===== src/hw/rtl/pldq_pkg.sv =====
// ----------------------------------------------------------------------------
// pldq_pkg
// Shared types, constants and helpers of the latency delay queue port.
// ----------------------------------------------------------------------------
package pldq_pkg;

   localparam int QUEUE_DEPTH  = 8;
   localparam int HANDLE_WIDTH = 32;
   localparam int CNT_WIDTH    = 4;
   localparam int FILL_WIDTH   = $clog2(QUEUE_DEPTH + 1);

   localparam logic [CNT_WIDTH-1:0] INCOMING_DELAY_RESET = CNT_WIDTH'(5);
   localparam logic [CNT_WIDTH-1:0] OUTGOING_DELAY_RESET = CNT_WIDTH'(3);

   typedef enum logic [1:0] {
      MODE_PUSH_IN  = 2'd0,
      MODE_PUSH_OUT = 2'd1,
      MODE_TICK     = 2'd2,
      MODE_POP_IN   = 2'd3
   } mode_type;

   typedef enum logic [2:0] {
      ST_ACCEPTED  = 3'd0,
      ST_SENT      = 3'd1,
      ST_POPPED    = 3'd2,
      ST_IDLE      = 3'd3,
      ST_NOT_READY = 3'd4,
      ST_NO_REMOTE = 3'd5,
      ST_DROPPED   = 3'd6
   } status_type;

   typedef enum logic [1:0] {
      REG_INCOMING_DELAY   = 2'd0,
      REG_OUTGOING_DELAY   = 2'd1,
      REG_REMOTE_CONNECTED = 2'd2
   } reg_index_type;

   // Operation applied to a whole queue
   typedef struct packed {
      logic push;
      logic pop;
      logic dec;
   } queue_op_type;

   // Per-cell control from the queue
   typedef struct packed {
      logic load;
      logic shift;
      logic dec;
   } cell_ctrl_type;

   function automatic logic [CNT_WIDTH-1:0] dec_sat(input logic [CNT_WIDTH-1:0] cnt);
      dec_sat = (cnt != '0) ? cnt - CNT_WIDTH'(1) : cnt;
   endfunction

endpackage


===== src/hw/rtl/port_latency_delay_queues_unit.sv =====
// ----------------------------------------------------------------------------
// port_latency_delay_queues_unit
// Network port model with an incoming and an outgoing delay queue.
// ----------------------------------------------------------------------------
// Each request (push incoming, push outgoing, tick, pop incoming) produces
// one response in the cycle after it is taken, from a response register, so
// a request can be accepted every cycle while the response side
// keeps up; req_stall rises only while a response is held by rsp_stall. Both
// queues are rows of entry cells that shift toward the head on a removal and
// all count down together on a tick. rsp_incoming_ready and
// rsp_outgoing_count reflect the queue state after the request that produced
// the response. Queue contents need no clearing after reset. Delay and
// remote-connect registers sit on the APB port at byte addresses 0, 4 and 8.
// ----------------------------------------------------------------------------
module port_latency_delay_queues_unit
   import pldq_pkg::*;
(
   input  logic        clock,
   input  logic        reset,
   // request channel
   input  logic        req_valid,
   output logic        req_stall,
   input  logic [1:0]  req_mode,
   input  logic [31:0] req_payload,
   // response channel
   output logic        rsp_valid,
   input  logic        rsp_stall,
   output logic [2:0]  rsp_status,
   output logic [31:0] rsp_message,
   output logic        rsp_incoming_ready,
   output logic [3:0]  rsp_outgoing_count,
   // configuration port
   input  logic        psel,
   input  logic        penable,
   input  logic        pwrite,
   input  logic [3:0]  paddr,
   input  logic [31:0] pwdata,
   output logic [31:0] prdata,
   output logic        pready
);

   logic [CNT_WIDTH-1:0] incoming_delay_ff, incoming_delay_in;
   logic [CNT_WIDTH-1:0] outgoing_delay_ff, outgoing_delay_in;
   logic                 remote_connected_ff, remote_connected_in;

   logic                    rsp_valid_ff, rsp_valid_in;
   status_type              rsp_status_ff, rsp_status_in;
   logic [HANDLE_WIDTH-1:0] rsp_message_ff, rsp_message_in;

   logic          accept;
   logic          csr_write;
   reg_index_type reg_index;
   mode_type      mode;

   queue_op_type            in_op, out_op;
   logic [HANDLE_WIDTH-1:0] push_msg;
   logic [HANDLE_WIDTH-1:0] in_head_msg, out_head_msg;
   logic                    in_head_ready, out_head_ready;
   logic                    in_full, out_full;
   logic [FILL_WIDTH-1:0]   in_fill, out_fill;

   // ---------------- configuration registers ----------------
   assign pready    = 1'b1;
   assign csr_write = psel && penable && pwrite && pready;
   assign reg_index = reg_index_type'(paddr[3:2]);

   always_comb begin
      incoming_delay_in   = incoming_delay_ff;
      outgoing_delay_in   = outgoing_delay_ff;
      remote_connected_in = remote_connected_ff;
      prdata              = '0;
      unique case (reg_index)
         REG_INCOMING_DELAY: begin
            prdata = 32'(incoming_delay_ff);
            if (csr_write) incoming_delay_in = pwdata[CNT_WIDTH-1:0];
         end
         REG_OUTGOING_DELAY: begin
            prdata = 32'(outgoing_delay_ff);
            if (csr_write) outgoing_delay_in = pwdata[CNT_WIDTH-1:0];
         end
         REG_REMOTE_CONNECTED: begin
            prdata = 32'(remote_connected_ff);
            if (csr_write) remote_connected_in = pwdata[0];
         end
         default: begin
            prdata = '0;
         end
      endcase
   end

   always_ff @(posedge clock) begin
      if (reset) begin
         incoming_delay_ff   <= INCOMING_DELAY_RESET;
         outgoing_delay_ff   <= OUTGOING_DELAY_RESET;
         remote_connected_ff <= 1'b0;
      end else begin
         incoming_delay_ff   <= incoming_delay_in;
         outgoing_delay_ff   <= outgoing_delay_in;
         remote_connected_ff <= remote_connected_in;
      end
   end

   // ---------------- request decode ----------------
   assign req_stall = rsp_valid_ff && rsp_stall;
   assign accept    = req_valid && !req_stall;
   assign mode      = mode_type'(req_mode);
   assign push_msg  = HANDLE_WIDTH'(req_payload);

   always_comb begin
      in_op          = '0;
      out_op         = '0;
      rsp_status_in  = rsp_status_ff;
      rsp_message_in = rsp_message_ff;
      if (accept) begin
         rsp_message_in = '0;
         unique case (mode)
            MODE_PUSH_IN: begin
               if (in_full) begin
                  rsp_status_in = ST_DROPPED;
               end else begin
                  in_op.push    = 1'b1;
                  rsp_status_in = ST_ACCEPTED;
               end
            end
            MODE_PUSH_OUT: begin
               if (out_full) begin
                  rsp_status_in = ST_DROPPED;
               end else begin
                  out_op.push   = 1'b1;
                  rsp_status_in = ST_ACCEPTED;
               end
            end
            MODE_TICK: begin
               in_op.dec     = 1'b1;
               out_op.dec    = 1'b1;
               rsp_status_in = ST_IDLE;
               if (out_head_ready) begin
                  if (remote_connected_ff) begin
                     // send the head, the rest shift and count down
                     out_op.pop     = 1'b1;
                     rsp_message_in = out_head_msg;
                     rsp_status_in  = ST_SENT;
                  end else begin
                     rsp_status_in = ST_NO_REMOTE;
                  end
               end
            end
            MODE_POP_IN: begin
               if (in_head_ready) begin
                  in_op.pop      = 1'b1;
                  rsp_message_in = in_head_msg;
                  rsp_status_in  = ST_POPPED;
               end else begin
                  rsp_status_in = ST_NOT_READY;
               end
            end
            default: begin
               rsp_status_in = ST_NOT_READY;
            end
         endcase
      end
   end

   // ---------------- queues ----------------
   pldq_queue u_incoming (
      .clock      (clock),
      .reset      (reset),
      .op         (in_op),
      .push_msg   (push_msg),
      .push_delay (incoming_delay_ff),
      .head_msg   (in_head_msg),
      .head_ready (in_head_ready),
      .full       (in_full),
      .fill       (in_fill)
   );

   pldq_queue u_outgoing (
      .clock      (clock),
      .reset      (reset),
      .op         (out_op),
      .push_msg   (push_msg),
      .push_delay (outgoing_delay_ff),
      .head_msg   (out_head_msg),
      .head_ready (out_head_ready),
      .full       (out_full),
      .fill       (out_fill)
   );

   // ---------------- response register ----------------
   assign rsp_valid_in = accept || (rsp_valid_ff && rsp_stall);

   always_ff @(posedge clock) begin
      if (reset) begin
         rsp_valid_ff <= 1'b0;
      end else begin
         rsp_valid_ff <= rsp_valid_in;
      end
   end

   always_ff @(posedge clock) begin
      rsp_status_ff  <= rsp_status_in;
      rsp_message_ff <= rsp_message_in;
   end

   // queue state only moves on a transfer, so it matches the held response
   assign rsp_valid          = rsp_valid_ff;
   assign rsp_status         = rsp_status_ff;
   assign rsp_message        = 32'(rsp_message_ff);
   assign rsp_incoming_ready = in_head_ready;
   assign rsp_outgoing_count = 4'(out_fill);

   // incoming fill is only used through the head and full flags
   logic unused_in_fill;
   assign unused_in_fill = ^in_fill;

endmodule


===== src/hw/rtl/pldq_cell.sv =====
// ----------------------------------------------------------------------------
// pldq_cell
// One queue entry: a handle and its countdown. Shifts toward the head on a
// pop, loads on a push aimed at it, and counts down on a tick.
// ----------------------------------------------------------------------------
module pldq_cell
   import pldq_pkg::*;
(
   input  logic                    clock,
   input  cell_ctrl_type           ctrl,
   input  logic [HANDLE_WIDTH-1:0] load_msg,
   input  logic [CNT_WIDTH-1:0]    load_cnt,
   input  logic [HANDLE_WIDTH-1:0] nbr_msg,
   input  logic [CNT_WIDTH-1:0]    nbr_cnt,
   output logic [HANDLE_WIDTH-1:0] msg,
   output logic [CNT_WIDTH-1:0]    cnt
);

   logic [HANDLE_WIDTH-1:0] msg_ff, msg_in;
   logic [CNT_WIDTH-1:0]    cnt_ff, cnt_in;

   always_comb begin
      msg_in = msg_ff;
      cnt_in = cnt_ff;
      if (ctrl.shift) begin
         // take the entry behind us, already counted down on a tick
         msg_in = nbr_msg;
         cnt_in = ctrl.dec ? dec_sat(nbr_cnt) : nbr_cnt;
      end else if (ctrl.load) begin
         msg_in = load_msg;
         cnt_in = load_cnt;
      end else if (ctrl.dec) begin
         cnt_in = dec_sat(cnt_ff);
      end
   end

   always_ff @(posedge clock) begin
      msg_ff <= msg_in;
      cnt_ff <= cnt_in;
   end

   assign msg = msg_ff;
   assign cnt = cnt_ff;

endmodule


===== src/hw/rtl/pldq_queue.sv =====
// ----------------------------------------------------------------------------
// pldq_queue
// Head-first delay queue built from a row of cells plus a fill counter.
// ----------------------------------------------------------------------------
module pldq_queue
   import pldq_pkg::*;
(
   input  logic                    clock,
   input  logic                    reset,
   input  queue_op_type            op,
   input  logic [HANDLE_WIDTH-1:0] push_msg,
   input  logic [CNT_WIDTH-1:0]    push_delay,
   output logic [HANDLE_WIDTH-1:0] head_msg,
   output logic                    head_ready,
   output logic                    full,
   output logic [FILL_WIDTH-1:0]   fill
);

   logic [FILL_WIDTH-1:0]   fill_ff, fill_in;
   logic [HANDLE_WIDTH-1:0] msg_q [QUEUE_DEPTH];
   logic [CNT_WIDTH-1:0]    cnt_q [QUEUE_DEPTH];

   for (genvar i = 0; i < QUEUE_DEPTH; i++) begin : g_cell
      cell_ctrl_type           ctrl;
      logic [HANDLE_WIDTH-1:0] nbr_msg;
      logic [CNT_WIDTH-1:0]    nbr_cnt;

      assign ctrl.load  = op.push && (fill_ff == FILL_WIDTH'(i));
      assign ctrl.shift = op.pop;
      assign ctrl.dec   = op.dec;

      if (i < QUEUE_DEPTH - 1) begin : g_mid
         assign nbr_msg = msg_q[i+1];
         assign nbr_cnt = cnt_q[i+1];
      end else begin : g_tail
         assign nbr_msg = '0;
         assign nbr_cnt = '0;
      end

      pldq_cell u_cell (
         .clock    (clock),
         .ctrl     (ctrl),
         .load_msg (push_msg),
         .load_cnt (push_delay),
         .nbr_msg  (nbr_msg),
         .nbr_cnt  (nbr_cnt),
         .msg      (msg_q[i]),
         .cnt      (cnt_q[i])
      );
   end

   always_comb begin
      fill_in = fill_ff;
      if (op.push) begin
         fill_in = fill_ff + FILL_WIDTH'(1);
      end else if (op.pop) begin
         fill_in = fill_ff - FILL_WIDTH'(1);
      end
   end

   always_ff @(posedge clock) begin
      if (reset) begin
         fill_ff <= '0;
      end else begin
         fill_ff <= fill_in;
      end
   end

   assign head_msg   = msg_q[0];
   assign head_ready = (fill_ff != '0) && (cnt_q[0] == '0);
   assign full       = (fill_ff == FILL_WIDTH'(QUEUE_DEPTH));
   assign fill       = fill_ff;

endmodule

===== config.mk =====
export PLATFORM = sky130hd
export DESIGN_NAME = port_latency_delay_queues_unit
export DESIGN_NICKNAME = d
export VERILOG_FILES = /design/src/hw/rtl/pldq_pkg.sv /design/src/hw/rtl/port_latency_delay_queues_unit.sv /design/src/hw/rtl/pldq_cell.sv /design/src/hw/rtl/pldq_queue.sv
export SDC_FILE = /design/constraint.sdc
export NUM_CORES = 1
export LEC_CHECK = 0
export ABC_AREA = 1
export BUFFER_PORTS_ARGS = -buffer_cell sky130_fd_sc_hd__buf_4
export CORE_ASPECT_RATIO = 0.6
export CORE_MARGIN = 8
export CORE_UTILIZATION = 30
export DETAILED_ROUTE_END_ITERATION = 12
export PLACE_DENSITY = 0.43
export SLEW_MARGIN = 10
export SYNTH_ARGS = -nofsm -noshare
export SYNTH_HDL_FRONTEND = slang
export SYNTH_HIERARCHICAL = 1
export SYNTH_SLANG_ARGS = --single-unit

===== constraint.sdc =====
create_clock -name clock -period 18.3 [get_ports clock]
set_input_delay 0.915 -clock clock [delete_from_list [all_inputs] [get_ports clock]]
set_output_delay 0.915 -clock clock [all_outputs]
set_load 0.01 [all_outputs]

Word level (Yosys, flattened, before mapping)
Index checks and enable logic that the tools add are counted.
- $add $sub $neg: 20
- equal/unequal tests: 21
- muxes and demuxes: 117
- reductions and logical operators: 73
- operators with widths (kind ; number):
    two-way mux 32 bit ; 31
    two-way mux 4 bit ; 66
    nonzero test 4 bit ; 18
    subtractor 4 x 1 -> 4 bit, second input constant ; 18
    case mux 32 bit (2 select lines) ; 1
    == test 4 x 3 -> 1 bit, second input constant ; 8
    nonzero test 2 bit ; 16
    logical AND 1 bit ; 22
    two-way mux 3 bit ; 7
    == test 4 x 2 -> 1 bit, second input constant ; 4
    logical NOT 4 bit ; 4
    case mux 3 bit (4 select lines) ; 1
    case mux 4 bit (3 select lines) ; 1
    nonzero test 3 bit ; 4
    AND reduction 2 bit ; 5
    two-way mux 1 bit ; 9
    adder 4 x 1 -> 4 bit, second input constant ; 2
    == test 4 x 1 -> 1 bit, second input constant ; 2
    == test 4 bit, second input constant ; 2
    == test 2 bit, second input constant ; 3
    == test 2 x 1 -> 1 bit, second input constant ; 2
    logical NOT 2 bit ; 2
    two-way mux 2 bit ; 1
    logical NOT 1 bit ; 1
    logical OR 1 bit ; 1
- register bits: 629
- input bits: 77
- output and inout port bits: 75
- word-level logic and storage cells: 271

Depth between registers and ports, before layout
- depth in word-level cells: 8
- gate-level depth with buffers: 16
- depth with buffers taken out: 15

Hierarchy
Netlist, hierarchy kept.
- by module, submodules not included (module ; times used ; cells each ; area an instance (µm²) ; sequential area each (µm²)):
    pldq_cell ; 16 ; 199 ; 1778.0 ; 1081.0
    port_latency_delay_queues_unit ; 1 ; 267 ; 2458.6 ; 1251.2
    pldq_queue ; 2 ; 54 ; 370.4 ; 80.1

Worst setup path before layout
Ideal clock, no wire load.
- path kind: input to register
- start: in rsp_stall
- end: reg u_incoming.g_cell[0].u_cell.cnt_ff[0] (enable)
- setup time: 366 ps
- arrival: 7038 ps
- required time: 17934 ps
- slack: 10896 ps
- cell stages on the path: 5
- path buffers: 0
- cell sequence: nand2_1 nand2_1 nor3_1 inv_2 o21ai_0
- RTL lines (element ; line ; text):
    start: declaration ; port_latency_delay_queues_unit.sv:27 ; input logic rsp_stall,
    end signal: assignment ; pldq_cell.sv:39 ; cnt_ff <= cnt_in;
    end: declaration ; pldq_cell.sv:20 ; logic [CNT_WIDTH-1:0] cnt_ff, cnt_in;

==> metrics.cfg <==
[status]
status = finished, final reports clean

[global_routing]
grt_overflow = 0
grt_pass1_vias = 20289
grt_pass1_wl_um = 126000
grt_usage = 0.136
grt_max_degree = 176
antenna_found_initial = 1

[synthesis]
synth_enable_flop_cells = 611
synth.most_common_cell = nand2_1
synthTopCellsByArea = edfxtp_1 58%, nand2_1 23%, inv_1 2.6%
netlist_area_mm2 = 0.0316
ys_types = 31
yosysTopAreaCellShare = 0.580
ys_seq_area_frac = 0.591
synth_top_flop_cell = edfxtp_1
async_flop_share = 0
ys_warn_count = 6
synthTopCellsByCount = 1942 x nand2_1, 611 x edfxtp_1, 220 x inv_1
yosys.area.top_type = edfxtp_1
avgSynthCellArea_um2 = 8.89
syn_inst = 3559
ys_seq_elements = 629

[setup_path]
startpoint = u_outgoing/fill[0]
endpoint_kind = register
worstPathRequired_ns = 18.67
crit_type = reg2reg
worstPathArrival_ns = 5.91
cp_max_fo = 175
startpoint_type = register
r2r_start = u_outgoing/fill[0]

[cts]
cts_tree = yes
postCtsResizedCells = 0
postCtsSetupBuffers = 0
root_buffer = clkbuf_16
clock-sinks = 629
clkSlewWorstSetupHoldPaths_ns = 0.06
cts_inserted_buffers = 71
cts_hold_buf = 0
clk_latency_ns = 0.61
cts_buffer_depth = 3
cts_max_level = 3

[timing]
hold_violations = 0
slew_viol_final = 0
finClkSkew_ns = 0.0190
max-slew-margin-rel = 0.322
fmax_mhz = 181
setup_violations = 0
tightest_slew_ns = 1.01
rsz0062_at_grt = false
finalSetupTns_ns = 0
fin_crit_ns = 5.54
min_period_over_period = 0.303

[floorplan]
core_area_mm2 = 0.105
die_x_um = 435
rows = 92
die-area_mm2 = 0.116
fp.dieH_um = 268
io_pins = 152
initial_utilization = 0.302

[route]
vias = 21616
ant_nets = 0
firstDrtPassIters = 5
drc = 0
routedWlPerCell_um = 15.6
detailedRoute.firstIterationViolations = 1668
viasPerCell = 4.18
drt-total-wl_um = 80700

[flow_run]
cap_viol_max_count = 0

[pwr]
p_per_area_mw_per_mm2 = 88.2
leakagePower_uw = 0.0155
ir_drop_v = 0.0000571
power_uw = 3160

[placement]
portBuffers = 92
routabilityCongestion = 0.754
hpwl_um = 52300

[final_layout]
area_delta_synth_final_pct = 13.2
finalNetCount = 3848
drive_gt1_frac = 0.0831

[hold_path]
worstHoldPathType = reg2reg
hold_start = u_incoming/g_cell[6].u_cell/msg[26]

==> logic make-up after synthesis <==
family                   share of synthesized area
adder cells (fa/ha/maj)                     0.0229
flip-flops                                   0.591
other                                     0.000474
buffers and inverters                       0.0667
AO/OA/AOI/OAI                               0.0296
AND/OR/NAND/NOR                              0.289
==> layer usage <==
metal  share of wire  wire [um]  track usage
met3           0.044       3580       0.0219
met2            0.34      27600        0.164
met1            0.60      48300        0.238
met5               0          0            0
met4           0.015       1230       0.0265
==> stage by stage <==
step | cell area [um^2] | worst slack (ns) | hold slack [ns] | instances | utilization
final | 35800 | 12.76 | 0.506 | 5177 | 0.342
after detailed placement | 33600 | 12.67 | 0.500 | 5050 | 0.321
after global routing | 35800 | 12.33 | 0.507 | 5177 | 0.342
after CTS | 35800 | 12.66 | 0.487 | 5176 | 0.342
after global placement | 33600 | 12.71 | 0.501 | 5050 | 0.321
after floorplan | 32100 | 10.90 | 0.474 | 3672 | -
==> sequential cells by signal, indices dropped and copies added, names as in the netlist <==
| signal | flops |
|---|---|
| incoming_delay_ff | 4 |
| outgoing_delay_ff | 4 |
| remote_connected_ff | 1 |
| rsp_message | 32 |
| rsp_status | 3 |
| rsp_valid | 1 |
| u_incoming/fill | 4 |
| u_incoming/g_cell.u_cell/cnt | 32 |
| u_incoming/g_cell.u_cell/msg | 256 |
| u_outgoing/fill | 4 |
| u_outgoing/g_cell.u_cell/cnt | 32 |
| u_outgoing/g_cell.u_cell/msg | 256 |
==> cells in the final DEF, fill, tap and decap left out, types with 2 or more instances in the layout <==
master	count
nand2_1	1942
edfxtp_1	611
inv_1	218
nor2_1	145
nand3_1	143
conb_1	117
buf_4	114
clkbuf_16	73
ha_1	58
o21ai_0	39
a21oi_1	39
inv_2	38
o211ai_1	32
o21ai_2	29
clkinv_1	26
nand4_1	20
dfxtp_1	18
nor2_2	18
nor3b_1	16
nor3_1	15
clkinv_2	10
clkbuf_1	8
bufinv_16	5
inv_6	4
nand2_2	4
nand3_2	4
nor2_4	3
a22o_1	3
or2_1	2
nor4_2	2
a211oi_2	2
buf_12	2
==> cell type report <==
| type | instances | area, um^2 |
|---|---|---|
| fill | 10722 | 68900 |
| sequential | 629 | 18700 |
| multi-input combinational | 2637 | 11300 |
| clock buffer | 81 | 1860 |
| tap | 1410 | 1760 |
| inverter | 258 | 968 |
| timing repair buffer | 116 | 896 |
| clock inverter | 45 | 342 |
| antenna | 1 | 2.50 |
==> worst paths after layout <==
| kind | to | slack, ns | cells after the start |
|---|---|---|---|
| worst max register to register | u_outgoing/g_cell[6].u_cell/cnt[2] | 12.76 | 14 |
| worst min register to register | u_incoming/g_cell[5].u_cell/msg[26] | 0.51 | 2 |
| worst max-delay path | u_outgoing/g_cell[6].u_cell/cnt[2] | 12.76 | 14 |
| worst min-delay path | u_incoming/g_cell[5].u_cell/msg[26] | 0.51 | 2 |
==> worst max-delay path, stage by stage, from the launching register on <==
cell     delay, ns
dfxtp_1       0.45
inv_1         0.16
ha_1          0.22
inv_1         0.12
nor2_1        0.13
nor4_2        0.30
nand3_4       0.55
nor2_4        0.88
buf_12        0.50
buf_4         0.70
inv_2         0.49
a21oi_1       0.25
nand2_1       0.07
nand2_1       0.06
inv_1         0.04
==> report_power, final <==
group | internal (uW) | switching [uW] | total [uW]
combinational | 51.1 | 110 | 161
sequential | 1600 | 11.9 | 1610
clock | 797 | 591 | 1390
total | 2450 | 713 | 3160
Power figures use the tool's default switching activity.
